`src/rtl/sosp_pkg.sv`:
```
// shared types, codes and object lookup tables for the sensor object stream parser
package sosp_pkg;

   typedef enum logic [2:0] {
      PH_IDLE    = 3'd0,
      PH_MAC     = 3'd1,
      PH_FIRST   = 3'd2,
      PH_OBJID   = 3'd3,
      PH_LEN     = 3'd4,
      PH_DATA    = 3'd5,
      PH_STOPPED = 3'd6,
      PH_ENC     = 3'd7
   } phase_type;

   localparam logic [2:0] ST_COMPLETE   = 3'd0;
   localparam logic [2:0] ST_NO_PAYLOAD = 3'd1;
   localparam logic [2:0] ST_UNKNOWN_ID = 3'd2;
   localparam logic [2:0] ST_TRUNCATED  = 3'd3;
   localparam logic [2:0] ST_ENCRYPTED  = 3'd4;

   localparam logic [7:0] ID_LEN_A = 8'h53;
   localparam logic [7:0] ID_LEN_B = 8'h54;
   localparam logic [2:0] MAC_BYTES = 3'd6;

   localparam int RSP_DATA_W = 64;

   typedef struct packed {
      logic                  meas;
      logic                  done;
      logic [RSP_DATA_W-1:0] data;
   } rsp_type;

   // fixed data length of an object id, zero when unknown
   function automatic logic [2:0] obj_length(input logic [7:0] id);
      logic [2:0] n;
      case (id)
         8'h00, 8'h01, 8'h0F, 8'h10, 8'h11, 8'h15, 8'h16, 8'h17, 8'h18, 8'h19,
         8'h1A, 8'h1B, 8'h1C, 8'h1D, 8'h1E, 8'h1F, 8'h20, 8'h21, 8'h22, 8'h23,
         8'h24, 8'h25, 8'h26, 8'h27, 8'h28, 8'h29, 8'h2A, 8'h2B, 8'h2C, 8'h2D,
         8'h2E, 8'h2F, 8'h3A, 8'h57, 8'h58, 8'h60: n = 3'd1;
         8'h02, 8'h03, 8'h08, 8'h0C, 8'h12, 8'h13, 8'h14, 8'h3C, 8'h3F, 8'h40,
         8'h41, 8'h43, 8'h44, 8'h45, 8'h46, 8'h47, 8'h48, 8'h51, 8'h52, 8'h56,
         8'h5D, 8'h5E, 8'h5F, 8'h61, 8'hF0: n = 3'd2;
         8'h04, 8'h05, 8'h0A, 8'h0B, 8'h42, 8'h49, 8'h4B, 8'hF2: n = 3'd3;
         8'h3E, 8'h4C, 8'h4D, 8'h4E, 8'h4F, 8'h50, 8'h5B, 8'h5C, 8'h62, 8'h63,
         8'hF1: n = 3'd4;
         default: n = 3'd0;
      endcase
      return n;
   endfunction

   function automatic logic [2:0] obj_scale(input logic [7:0] id);
      logic [2:0] s;
      case (id)
         8'h3F, 8'h41, 8'h45, 8'h46, 8'h47, 8'h4A, 8'h5F: s = 3'd1;
         8'h02, 8'h03, 8'h04, 8'h05, 8'h08, 8'h0B, 8'h14, 8'h44, 8'h5C,
         8'h5E: s = 3'd2;
         8'h0A, 8'h0C, 8'h42, 8'h43, 8'h4B, 8'h4C, 8'h4D, 8'h4E, 8'h4F, 8'h51,
         8'h52, 8'h5D: s = 3'd3;
         8'h62, 8'h63: s = 3'd4;
         default: s = 3'd0;
      endcase
      return s;
   endfunction

   function automatic logic obj_signed(input logic [7:0] id);
      logic sg;
      case (id)
         8'h02, 8'h08, 8'h3F, 8'h45, 8'h57, 8'h58, 8'h5A, 8'h5B, 8'h5C, 8'h5D,
         8'h62, 8'h63: sg = 1'b1;
         default: sg = 1'b0;
      endcase
      return sg;
   endfunction

endpackage

```
`src/rtl/sensor_object_stream_parser.sv`:
```
// sensor object stream parser: decodes service-data frames byte by byte into object values
//
// request channel: one frame byte per request on req_tdata, req_tuser marks the
// header byte that opens a frame, req_tlast marks the frame's last byte.
// response channel: rsp_tuser set when the response carries a finished object
// measurement, rsp_tlast set on the response for a frame's last byte (then the
// frame status field is valid). a byte may yield no response at all.
// a byte's response is registered in the output register, or in the skid entry
// while that is full. one byte per cycle while req_tready is high, from the table
// decode and shift-accumulate on the parser state registers.
// the response side has an output register plus one skid entry, so bytes keep
// flowing while a response waits; req_tready drops only once the skid entry
// is also holding a response that the receiver has not taken.
// reset clears the parser to wait for a header byte and empties the response
// stages; bytes that arrive outside a frame are dropped silently.
module sensor_object_stream_parser (
   input  logic        clock,
   input  logic        reset,
   input  logic        req_tvalid,
   output logic        req_tready,
   input  logic [7:0]  req_tdata,   // [7:0] data_byte
   input  logic        req_tuser,   // frame_start
   input  logic        req_tlast,   // frame_end
   output logic        rsp_tvalid,
   input  logic        rsp_tready,
   // [7:0] object_id, [40:8] raw_value, [48:41] data_length, [51:49] scale_code,
   // [52] is_signed, [55:53] frame_status, [58:56] version, [59] encrypted,
   // [60] trigger_based, [63:61] zero
   output logic [63:0] rsp_tdata,
   output logic        rsp_tuser,   // measurement_valid
   output logic        rsp_tlast    // frame_done
);

   sosp_pkg::phase_type phase_ff, phase_in, phase_mid;
   logic [2:0]  skip_ff, skip_in;
   logic [7:0]  obj_ff, obj_in;
   logic [7:0]  len_ff, len_in;
   logic [7:0]  rem_ff, rem_in;
   logic [31:0] acc_ff, acc_in;
   logic        enc_ff, enc_in;
   logic        trig_ff, trig_in;
   logic [2:0]  ver_ff, ver_in;

   logic        accept;
   logic        active;
   logic        meas;
   logic        produce;
   logic [2:0]  status;
   logic [7:0]  byte_idx;
   logic [2:0]  tab_len;
   logic        sg;
   logic        sx;
   logic [32:0] raw;
   sosp_pkg::rsp_type new_rsp;

   logic              out_valid_ff, skid_valid_ff;
   sosp_pkg::rsp_type out_ff, skid_ff;
   logic              pop;
   logic              new_valid;

   assign accept   = req_tvalid && req_tready;
   assign tab_len  = sosp_pkg::obj_length(req_tdata);
   assign byte_idx = len_ff - rem_ff;

   always_comb begin
      phase_mid = phase_ff;
      skip_in   = skip_ff;
      obj_in    = obj_ff;
      len_in    = len_ff;
      rem_in    = rem_ff;
      acc_in    = acc_ff;
      enc_in    = enc_ff;
      trig_in   = trig_ff;
      ver_in    = ver_ff;
      meas      = 1'b0;
      status    = sosp_pkg::ST_COMPLETE;
      active    = req_tuser || (phase_ff != sosp_pkg::PH_IDLE);

      if (req_tuser) begin
         enc_in    = req_tdata[0];
         trig_in   = req_tdata[2];
         ver_in    = req_tdata[7:5];
         skip_in   = 3'd0;
         phase_mid = req_tdata[1] ? sosp_pkg::PH_MAC : sosp_pkg::PH_FIRST;
      end else begin
         case (phase_ff)
            sosp_pkg::PH_MAC: begin
               skip_in = skip_ff + 3'd1;
               if (skip_in >= sosp_pkg::MAC_BYTES) begin
                  phase_mid = sosp_pkg::PH_FIRST;
               end
            end
            sosp_pkg::PH_FIRST, sosp_pkg::PH_OBJID: begin
               if (phase_ff == sosp_pkg::PH_FIRST && enc_ff) begin
                  phase_mid = sosp_pkg::PH_ENC;
               end else begin
                  obj_in = req_tdata;
                  if (req_tdata == sosp_pkg::ID_LEN_A || req_tdata == sosp_pkg::ID_LEN_B) begin
                     phase_mid = sosp_pkg::PH_LEN;
                  end else if (tab_len == 3'd0) begin
                     phase_mid = sosp_pkg::PH_STOPPED;
                  end else begin
                     len_in    = {5'd0, tab_len};
                     rem_in    = {5'd0, tab_len};
                     acc_in    = 32'd0;
                     phase_mid = sosp_pkg::PH_DATA;
                  end
               end
            end
            sosp_pkg::PH_LEN: begin
               len_in = req_tdata;
               rem_in = req_tdata;
               acc_in = 32'd0;
               if (req_tdata == 8'd0) begin
                  meas      = 1'b1;
                  phase_mid = sosp_pkg::PH_OBJID;
               end else begin
                  phase_mid = sosp_pkg::PH_DATA;
               end
            end
            sosp_pkg::PH_DATA: begin
               // only the first four data bytes land in the value
               if (byte_idx < 8'd4) begin
                  acc_in = acc_ff | ({24'd0, req_tdata} << {byte_idx[1:0], 3'b000});
               end
               rem_in = rem_ff - 8'd1;
               if (rem_in == 8'd0) begin
                  meas      = 1'b1;
                  phase_mid = sosp_pkg::PH_OBJID;
               end
            end
            default: begin
            end
         endcase
      end

      phase_in = phase_mid;
      if (req_tlast) begin
         case (phase_mid)
            sosp_pkg::PH_MAC, sosp_pkg::PH_FIRST: status = sosp_pkg::ST_NO_PAYLOAD;
            sosp_pkg::PH_OBJID:                   status = sosp_pkg::ST_COMPLETE;
            sosp_pkg::PH_LEN, sosp_pkg::PH_DATA:  status = sosp_pkg::ST_TRUNCATED;
            sosp_pkg::PH_STOPPED:                 status = sosp_pkg::ST_UNKNOWN_ID;
            default:                              status = sosp_pkg::ST_ENCRYPTED;
         endcase
         phase_in = sosp_pkg::PH_IDLE;
      end
   end

   assign produce = active && (meas || req_tlast);

   // mask to the object length and sign-extend signed objects to 33 bits; other lengths give zero
   always_comb begin
      sg  = sosp_pkg::obj_signed(obj_ff);
      sx  = 1'b0;
      raw = 33'd0;
      case (len_in)
         8'd1: begin
            sx  = sg && acc_in[7];
            raw = {{25{sx}}, acc_in[7:0]};
         end
         8'd2: begin
            sx  = sg && acc_in[15];
            raw = {{17{sx}}, acc_in[15:0]};
         end
         8'd3: begin
            sx  = sg && acc_in[23];
            raw = {{9{sx}}, acc_in[23:0]};
         end
         8'd4: begin
            sx  = sg && acc_in[31];
            raw = {sx, acc_in};
         end
         default: begin
            sx  = 1'b0;
            raw = 33'd0;
         end
      endcase
   end

   always_comb begin
      new_rsp.meas = meas;
      new_rsp.done = req_tlast;
      new_rsp.data = {3'd0, trig_in, enc_in, ver_in,
                      req_tlast ? status : 3'd0,
                      meas ? sg : 1'b0,
                      meas ? sosp_pkg::obj_scale(obj_ff) : 3'd0,
                      meas ? len_in : 8'd0,
                      meas ? raw : 33'd0,
                      meas ? obj_ff : 8'd0};
   end

   // parser state
   always_ff @(posedge clock) begin
      if (reset) begin
         phase_ff <= sosp_pkg::PH_IDLE;
      end else if (accept) begin
         phase_ff <= phase_in;
      end
   end

   always_ff @(posedge clock) begin
      if (accept) begin
         skip_ff <= skip_in;
         obj_ff  <= obj_in;
         len_ff  <= len_in;
         rem_ff  <= rem_in;
         acc_ff  <= acc_in;
         enc_ff  <= enc_in;
         trig_ff <= trig_in;
         ver_ff  <= ver_in;
      end
   end

   // output register with one skid entry behind it
   assign req_tready = !skid_valid_ff;
   assign pop        = out_valid_ff && rsp_tready;
   assign new_valid  = accept && produce;

   always_ff @(posedge clock) begin
      if (reset) begin
         out_valid_ff  <= 1'b0;
         skid_valid_ff <= 1'b0;
      end else if (!out_valid_ff || pop) begin
         if (skid_valid_ff) begin
            out_valid_ff  <= 1'b1;
            skid_valid_ff <= new_valid;
         end else begin
            out_valid_ff  <= new_valid;
         end
      end else if (new_valid) begin
         skid_valid_ff <= 1'b1;
      end
   end

   always_ff @(posedge clock) begin
      if (!out_valid_ff || pop) begin
         if (skid_valid_ff) begin
            out_ff  <= skid_ff;
            skid_ff <= new_rsp;
         end else begin
            out_ff  <= new_rsp;
         end
      end else if (new_valid) begin
         skid_ff <= new_rsp;
      end
   end

   assign rsp_tvalid = out_valid_ff;
   assign rsp_tdata  = out_ff.data;
   assign rsp_tuser  = out_ff.meas;
   assign rsp_tlast  = out_ff.done;

endmodule

```
`config.mk`:
```
export PLATFORM = sky130hd
export DESIGN_NAME = sensor_object_stream_parser
export DESIGN_NICKNAME = d
export VERILOG_FILES = /design/src/rtl/sosp_pkg.sv /design/src/rtl/sensor_object_stream_parser.sv
export SDC_FILE = /design/constraint.sdc
export NUM_CORES = 1
export LEC_CHECK = 0
export ABC_AREA = 1
export BUFFER_PORTS_ARGS = -buffer_cell sky130_fd_sc_hd__buf_2
export CAP_MARGIN = 20
export CORE_MARGIN = 4
export CORE_UTILIZATION = 59
export CTS_CLUSTER_DIAMETER = 80
export DETAILED_ROUTE_END_ITERATION = 16
export GPL_TIMING_DRIVEN = 0
export PLACE_DENSITY = 0.87
export SYNTH_ARGS = -nofsm -noshare
export SYNTH_HDL_FRONTEND = slang
export SYNTH_SLANG_ARGS = --single-unit
```
`constraint.sdc`:
```
create_clock -name clock -period 7.71 [get_ports clock]
set_clock_uncertainty 0.1 [all_clocks]
set_input_delay 0.3855 -clock clock [delete_from_list [all_inputs] [get_ports clock]]
set_output_delay 0.3855 -clock clock [all_outputs]
set_load 0.1 [all_outputs]
```
[After elaboration in Yosys (flattened, before gate mapping)]
Memory sizes are Yosys's and may differ from the RTL's. A register that Yosys moved wholly into a read port is not among the register bits.
Cells that the tools add are included.
Storage, ports and cells
  register bits: 201
  latch bits: 0
  memories: 2
  bits in read-only memories: 1152
  bits of input ports: 14
  bits in writable memories: 0
Memory list
  (name not given): words 256, width 3, read ports 1, clocked after memory_dff 0, wr ports 0, line sosp_pkg.sv:36  | case (id)
  (name not given): words 128, width 3, read ports 1, clocked after memory_dff 1, wr ports 0, line sosp_pkg.sv:54  | case (id)
Cells by class
  div/mod/pow operators: 0
  muxes and demuxes: 52
  magnitude comparators: 2
  reductions and logical operators: 30
  bitwise logic cells: 3
  $add $sub $neg: 3
  multiply operators: 0
  shift operators: 1
  equality and inequality tests: 33
Operators with widths (number)
  two-way mux 66 bit: 4
  two-way mux 32 bit: 5
  case mux 33 bit (4 select lines): 1
  case mux 32 bit (3 select lines): 1
  equality test 8 x 7 -> 1 bit, second input constant: 11
  two-way mux 8 bit: 9
  two-way mux 33 bit: 1
  OR 32 bit: 1
  << shifter 8 x 5 -> 32 bit: 1
  two-way mux 3 bit: 10
  equality test 8 x 2 -> 1 bit, second input constant: 3
  case mux 3 bit (4 select lines): 2
  case mux 8 bit (3 select lines): 1
  logical NOT 8 bit: 2
  case mux 8 bit (2 select lines): 1
  equality test 3 bit, second input constant: 5
  equality test 3 x 2 -> 1 bit, second input constant: 4
  OR reduction 12 bit: 1
  two-way mux 1 bit: 11
  logical AND 1 bit: 9
  equality test 8 x 1 -> 1 bit, second input constant: 1
  equality test 8 x 3 -> 1 bit, second input constant: 1
  equality test 8 x 4 -> 1 bit, second input constant: 1
  equality test 8 x 6 -> 1 bit, second input constant: 1
  other kinds (20): 37

[Longest topological paths before layout]
An unclocked memory read counts as a cell.
  depth after elaboration: 13
  depth in mapped cells: 26

[Worst setup path after synthesis]
No wires, ideal clock.
  path type: register to register
  start point: register out_valid_ff (netlist: rsp_tvalid)
  end point: register skid_ff[0] (netlist name) (enable)
  path buffers: 0
  data required time: 7.106 ns
  slack: 1.146 ns
  arrival: 5.960 ns
  library setup time: 0.504 ns
  period minus slack after synthesis: 6.564 ns
  stages on the path, launching flop included: 3
  cells stage by stage: dfxtp_1 -> nand2_1 -> a21oi_1
Between the ends
  longest elaborated chain between the ends: 4
  elaborated cells on any way between the ends: 6
  classes of those cells: eq/ne (1); reduce/logical (5)
Ends and longest elaborated chain
  from (decl): line sensor_object_stream_parser.sv:56  | logic out_valid_ff, skid_valid_ff;
  from (signal assigned): line sensor_object_stream_parser.sv:229  | out_valid_ff <= new_valid;
  logical NOT 1 bit or logical AND 1 bit (tied branches): line sensor_object_stream_parser.sv:237, sensor_object_stream_parser.sv:217
  logical OR 1 bit (*): line sensor_object_stream_parser.sv:237  | if (!out_valid_ff || pop) begin
  != test 2 bit (no source line) or nonzero test 2 bit (tied branches)
  AND reduction 2 bit (no source line) (*)
  to (signal assigned): line sensor_object_stream_parser.sv:240  | skid_ff <= new_rsp;
  to (signal assigned): line sensor_object_stream_parser.sv:245  | skid_ff <= new_rsp;
  to (decl): line sensor_object_stream_parser.sv:57  | sosp_pkg::rsp_type out_ff, skid_ff;
Every way passes the cells marked *; elsewhere a longest branch is shown, timed or not.
A chain may end at the register's enable or synchronous reset.

[Worst setup path after layout]
  start point: register rem_ff[0]
  end point: register skid_ff[17] (netlist name) (enable)
Between the ends
  longest elaborated chain between the ends: 10
Ends and longest elaborated chain
  from (decl): line sensor_object_stream_parser.sv:38  | logic [7:0] rem_ff, rem_in;
  from (signal assigned): line sensor_object_stream_parser.sv:207  | rem_ff <= rem_in;
  subtractor 8 x 1 -> 8 bit: line sensor_object_stream_parser.sv:126  | rem_in = rem_ff - 8'd1;
  logical NOT 8 bit: line sensor_object_stream_parser.sv:127  | if (rem_in == 8'd0) begin
  two-way mux 1 bit: line sensor_object_stream_parser.sv:127
  case mux 1 bit (2 select lines): line sensor_object_stream_parser.sv:86  | case (phase_ff)
  two-way mux 1 bit: line sensor_object_stream_parser.sv:79  | if (req_tuser) begin
  logical OR 1 bit: line sensor_object_stream_parser.sv:150  | assign produce = active && (meas || req_tlast);
  logical AND 1 bit: line sensor_object_stream_parser.sv:150
  logical AND 1 bit: line sensor_object_stream_parser.sv:218  | assign new_valid = accept && produce;
  nonzero test 2 bit (no source line)
  AND reduction 2 bit (no source line)
Every way passes these cells.

==> out/qor.txt <==
Number of ports placed on the die boundary: 82
Yosys synthesis warning count: 0
First-pass GRT wire length: 43,260 um
Diodes inserted: 0
Routed wire length: 26,650 um
All-layer global routing usage: 0.2625
GP Congestion: 1.042
Worst-case register-to-register setup slack: 3.18 ns
Largest driver fanout on the critical path: 32
Iteration-0 DRC count of the detailed router: 1,369
Std-Cell Rows: 49
Grt total ovfl: 0
CTS buffer count: 17
Slew @ Worst Pin: 1.031 ns
Maximum number of pins on one net before global-route repair: 68
Critical path class: reg2reg
Critical path required time: 7.75 ns
Core area: 0.01815 mm^2
Synth async-reset ratio: 0
Worst flop-to-flop path startpoint: rem_ff[0]
Count of pins over their slew limit: 0
Post-synthesis instance area: 0.01099 mm^2
Crit. Startpoint: rem_ff[0]
Switching share of total power: 0.2757
Clock Latency Late Sink: 0.44 ns
Number of gates resized after cts: 0
Placed instance count: 1,598
Maximum buffer depth of the clock tree: 2
Count of distinct cell types in the synthesized netlist: 52
Worst IR drop on VDD: 0.1652 mV
Number of buffers inserted by port buffering: 78
Fraction of final layout cells sized beyond drive strength 1: 0.1398
Power Dens Cells: 192.4 mW/mm^2
Root buffer cell: sky130_fd_sc_hd__clkbuf_16
Class of the tightest hold or removal check: in2reg
Via count: 9,392
Switching power: 654.1 uW
Count of placed standard cells in the final layout, fillers left out: 1,631
Arr. time, crit path: 4.57 ns
Instance count of the mapped netlist: 1,286
Reg clk slew, reported paths: 0.07 ns
Die height: 144.5 um
CTS tree: built
Die X-Extent: 144.5 um
Number of antenna violations at the first check in global routing: 0
Path depth of the worst reg2reg path: 17
Min Tclk post-route: 4.530 ns
Kind of capture point of the worst setup path: flip-flop
Number of flops mapped to enable cells by yosys: 190
Relative max-transition margin: 0.3087
CTS hold repair buffers: 0
First-pass iteration count of the detailed router: 6
Number of H-tree levels: 4
HPWL after DPL: 18,800 um
Launching element type of the critical path: flip-flop
Part of the total power dissipated in sequential elements: 0.517
Combinational power share: 0.122
Max-capacitance violation count: 0
Via/cell ratio: 5.758
Antenna-violating nets left: 0
Area delta synth->final: 12.18%
CTS Sinks: 198
Part of the total power dissipated in the clock network: 0.361
Number of nets in the final layout: 1,432
Status: finished clean
Setup repair after global routing missed its margin: no
P_leak: 0.005635 uW
Primary flip-flop cell chosen by synthesis mapping: sky130_fd_sc_hd__edfxtp_1
Share of synthesized area occupied by flip-flops and latches: 0.5336
Die area: 0.02088 mm^2
Capturing point of the worst reg2reg path: skid_ff[17]
FF+latch count, synth: 198
Final critical-path share of the clock period: 0.5876
Total setup violations reported at the end of the flow: 0
Mapped Avg Cell Area: 8.547 um^2
Vias in the first global route: 8,792
Effective utilization at floorplan: 0.6057
Int Pwr: 1718 uW
Final sum of negative setup slack: 0 ns
Hold violation count in the final report: 0
Number of post-CTS setup repair buffers: 0
Highest clock rate: 220.7 MHz
Post-route DRC violation count: 0
Worst setup path endpoint: skid_ff[17]
Post-DR wirelength/cell: 16.34 um
[power groups by stage]
stage               registers [uW]  clock network, uW  logic (uW)
floorplan                     1340                  0         126
global placement              1250                  0         273
detailed placement            1250                  0         283
CTS                           1230                858         285
global route                  1230                898         309
finish                        1230                857         290
[placed cells by master, fill, tap and decap left out, types with 9 or more instances in the layout]
cell type,Yosys,routed
sky130_fd_sc_hd__clkbuf_1,24,26
sky130_fd_sc_hd__a21oi_1,30,29
sky130_fd_sc_hd__a21oi_2,21,21
sky130_fd_sc_hd__nand2_1,388,387
sky130_fd_sc_hd__nand3_1,136,136
sky130_fd_sc_hd__inv_2,10,11
sky130_fd_sc_hd__nor3_1,10,9
sky130_fd_sc_hd__nor2_1,164,164
sky130_fd_sc_hd__buf_2,16,95
sky130_fd_sc_hd__inv_1,129,128
sky130_fd_sc_hd__o21ai_0,40,40
sky130_fd_sc_hd__edfxtp_1,190,190
sky130_fd_sc_hd__ha_1,28,28
sky130_fd_sc_hd__clkbuf_16,0,17
[cell type report]
| cell class | count | area, um^2 |
|---|---|---|
| Buffer | 55 | 286.5 |
| Clock buffer | 19 | 432.9 |
| Clock inverter | 13 | 125.1 |
| Fill cell | 1369 | 5817 |
| Inverter | 141 | 529.3 |
| Multi-Input combinational cell | 894 | 4342 |
| Sequential cell | 198 | 5866 |
| Tap cell | 229 | 286.5 |
| Timing Repair Buffer | 82 | 462.9 |
[synth_stat cells (3+ instances only)]
cell	instances	area [um^2]
sky130_fd_sc_hd__a21oi_1	30	150.1
sky130_fd_sc_hd__a21oi_2	21	183.9
sky130_fd_sc_hd__buf_1	4	15.01
sky130_fd_sc_hd__buf_2	16	80.08
sky130_fd_sc_hd__buf_4	6	45.04
sky130_fd_sc_hd__buf_6	5	56.30
sky130_fd_sc_hd__clkbuf_1	24	90.09
sky130_fd_sc_hd__dfxtp_1	8	160.2
sky130_fd_sc_hd__edfxtp_1	190	5705
sky130_fd_sc_hd__ha_1	28	350.3
sky130_fd_sc_hd__inv_1	129	484.2
sky130_fd_sc_hd__inv_2	10	37.54
sky130_fd_sc_hd__nand2_1	388	1456
sky130_fd_sc_hd__nand2_2	7	43.79
sky130_fd_sc_hd__nand3_1	136	680.7
sky130_fd_sc_hd__nand4_1	6	37.54
sky130_fd_sc_hd__nor2_1	164	615.6
sky130_fd_sc_hd__nor2_2	3	18.77
sky130_fd_sc_hd__nor2_4	3	33.78
sky130_fd_sc_hd__nor3_1	10	50.05
sky130_fd_sc_hd__nor4_1	4	25.02
sky130_fd_sc_hd__o21ai_0	40	200.2
sky130_fd_sc_hd__o21ai_1	4	20.02
sky130_fd_sc_hd__o31ai_1	4	30.03
sky130_fd_sc_hd__o32ai_1	3	26.28
sky130_fd_sc_hd__xnor2_1	3	26.28
sky130_fd_sc_hd__xor2_1	7	61.31
[registers in the layout, summed over array words and instances, names as in the netlist, named ones only]
signal and cells:
acc_ff 32, enc_ff 1, len_ff 8, rem_ff 8
skid_valid_ff 1, rsp_tlast 1, skip_ff 3, rsp_tdata 61
rsp_tuser 1, rsp_tvalid 1, phase_ff 3, obj_ff 8
trig_ff 1, skid_ff 63, ver_ff 3
[worst max-delay path: stages, from the launching register on]
cell                       delay [ns]
sky130_fd_sc_hd__edfxtp_1        0.48
sky130_fd_sc_hd__inv_1           0.15
sky130_fd_sc_hd__ha_1            0.20
sky130_fd_sc_hd__nand2_1         0.08
sky130_fd_sc_hd__nor2_1          0.15
sky130_fd_sc_hd__nand3_1         0.11
sky130_fd_sc_hd__xor2_1          0.16
sky130_fd_sc_hd__nor4_1          0.21
sky130_fd_sc_hd__nand2_1         0.14
sky130_fd_sc_hd__o22ai_1         0.13
sky130_fd_sc_hd__inv_1           0.09
sky130_fd_sc_hd__nor3_2          0.78
sky130_fd_sc_hd__o21ai_0         0.15
sky130_fd_sc_hd__a21oi_1         0.23
sky130_fd_sc_hd__nor2_1          0.10
sky130_fd_sc_hd__a21oi_4         0.46
sky130_fd_sc_hd__buf_16          0.25
sky130_fd_sc_hd__buf_12          0.21
[routing by layer]
metal  global-route usage  vias to the layer above  share of wire
met2               0.4238                      572           0.47
met4               0.1159                        0          0.038
met1               0.3522                     4286           0.40
li1                     -                     4439              -
met5                    0                        -              0
met3              0.04299                       95          0.094
[cell families after synthesis]
| group | share of synthesized area |
|---|---|
| AO/OA/AOI/OAI | 0.06910 |
| AND/OR/NAND/NOR | 0.2810 |
| other | 0.0003412 |
| flip-flops | 0.5336 |
| adder cells (fa/ha/maj) | 0.03369 |
| XOR/XNOR | 0.007969 |
| buffers and inverters | 0.07422 |
[how the worst min path moves through the flow]
stage | cells past startpoint | start | endpoint
finish | 1 | req_tdata[4] | obj_ff[4]
global route | 1 | req_tdata[5] | obj_ff[5]
CTS | 1 | req_tdata[4] | obj_ff[4]
detailed placement | 2 | phase_ff[0] | phase_ff[0]
global placement | 2 | phase_ff[0] | phase_ff[0]
floorplan | 2 | phase_ff[0] | phase_ff[0]
[per-stage QoR]
| step | setup WS [ns] | hold WS (ns) | total power [uW] | area (um^2) | util |
|---|---|---|---|---|---|
| finish | 3.180 | 0.05728 | 2373 | 12330 | 0.6795 |
| global route | 2.887 | 0.05049 | 2437 | 12330 | 0.6795 |
| CTS | 3.286 | 0.04379 | 2369 | 12330 | 0.6792 |
| detailed placement | 3.289 | 0.3838 | 1533 | 11770 | 0.6484 |
| global placement | -1.032 | 0.3724 | 1524 | 11680 | 0.6434 |
| floorplan | 1.146 | 0.3527 | 1468 | 11000 | - |
Note: power is estimated with default switching activity, not from simulation.
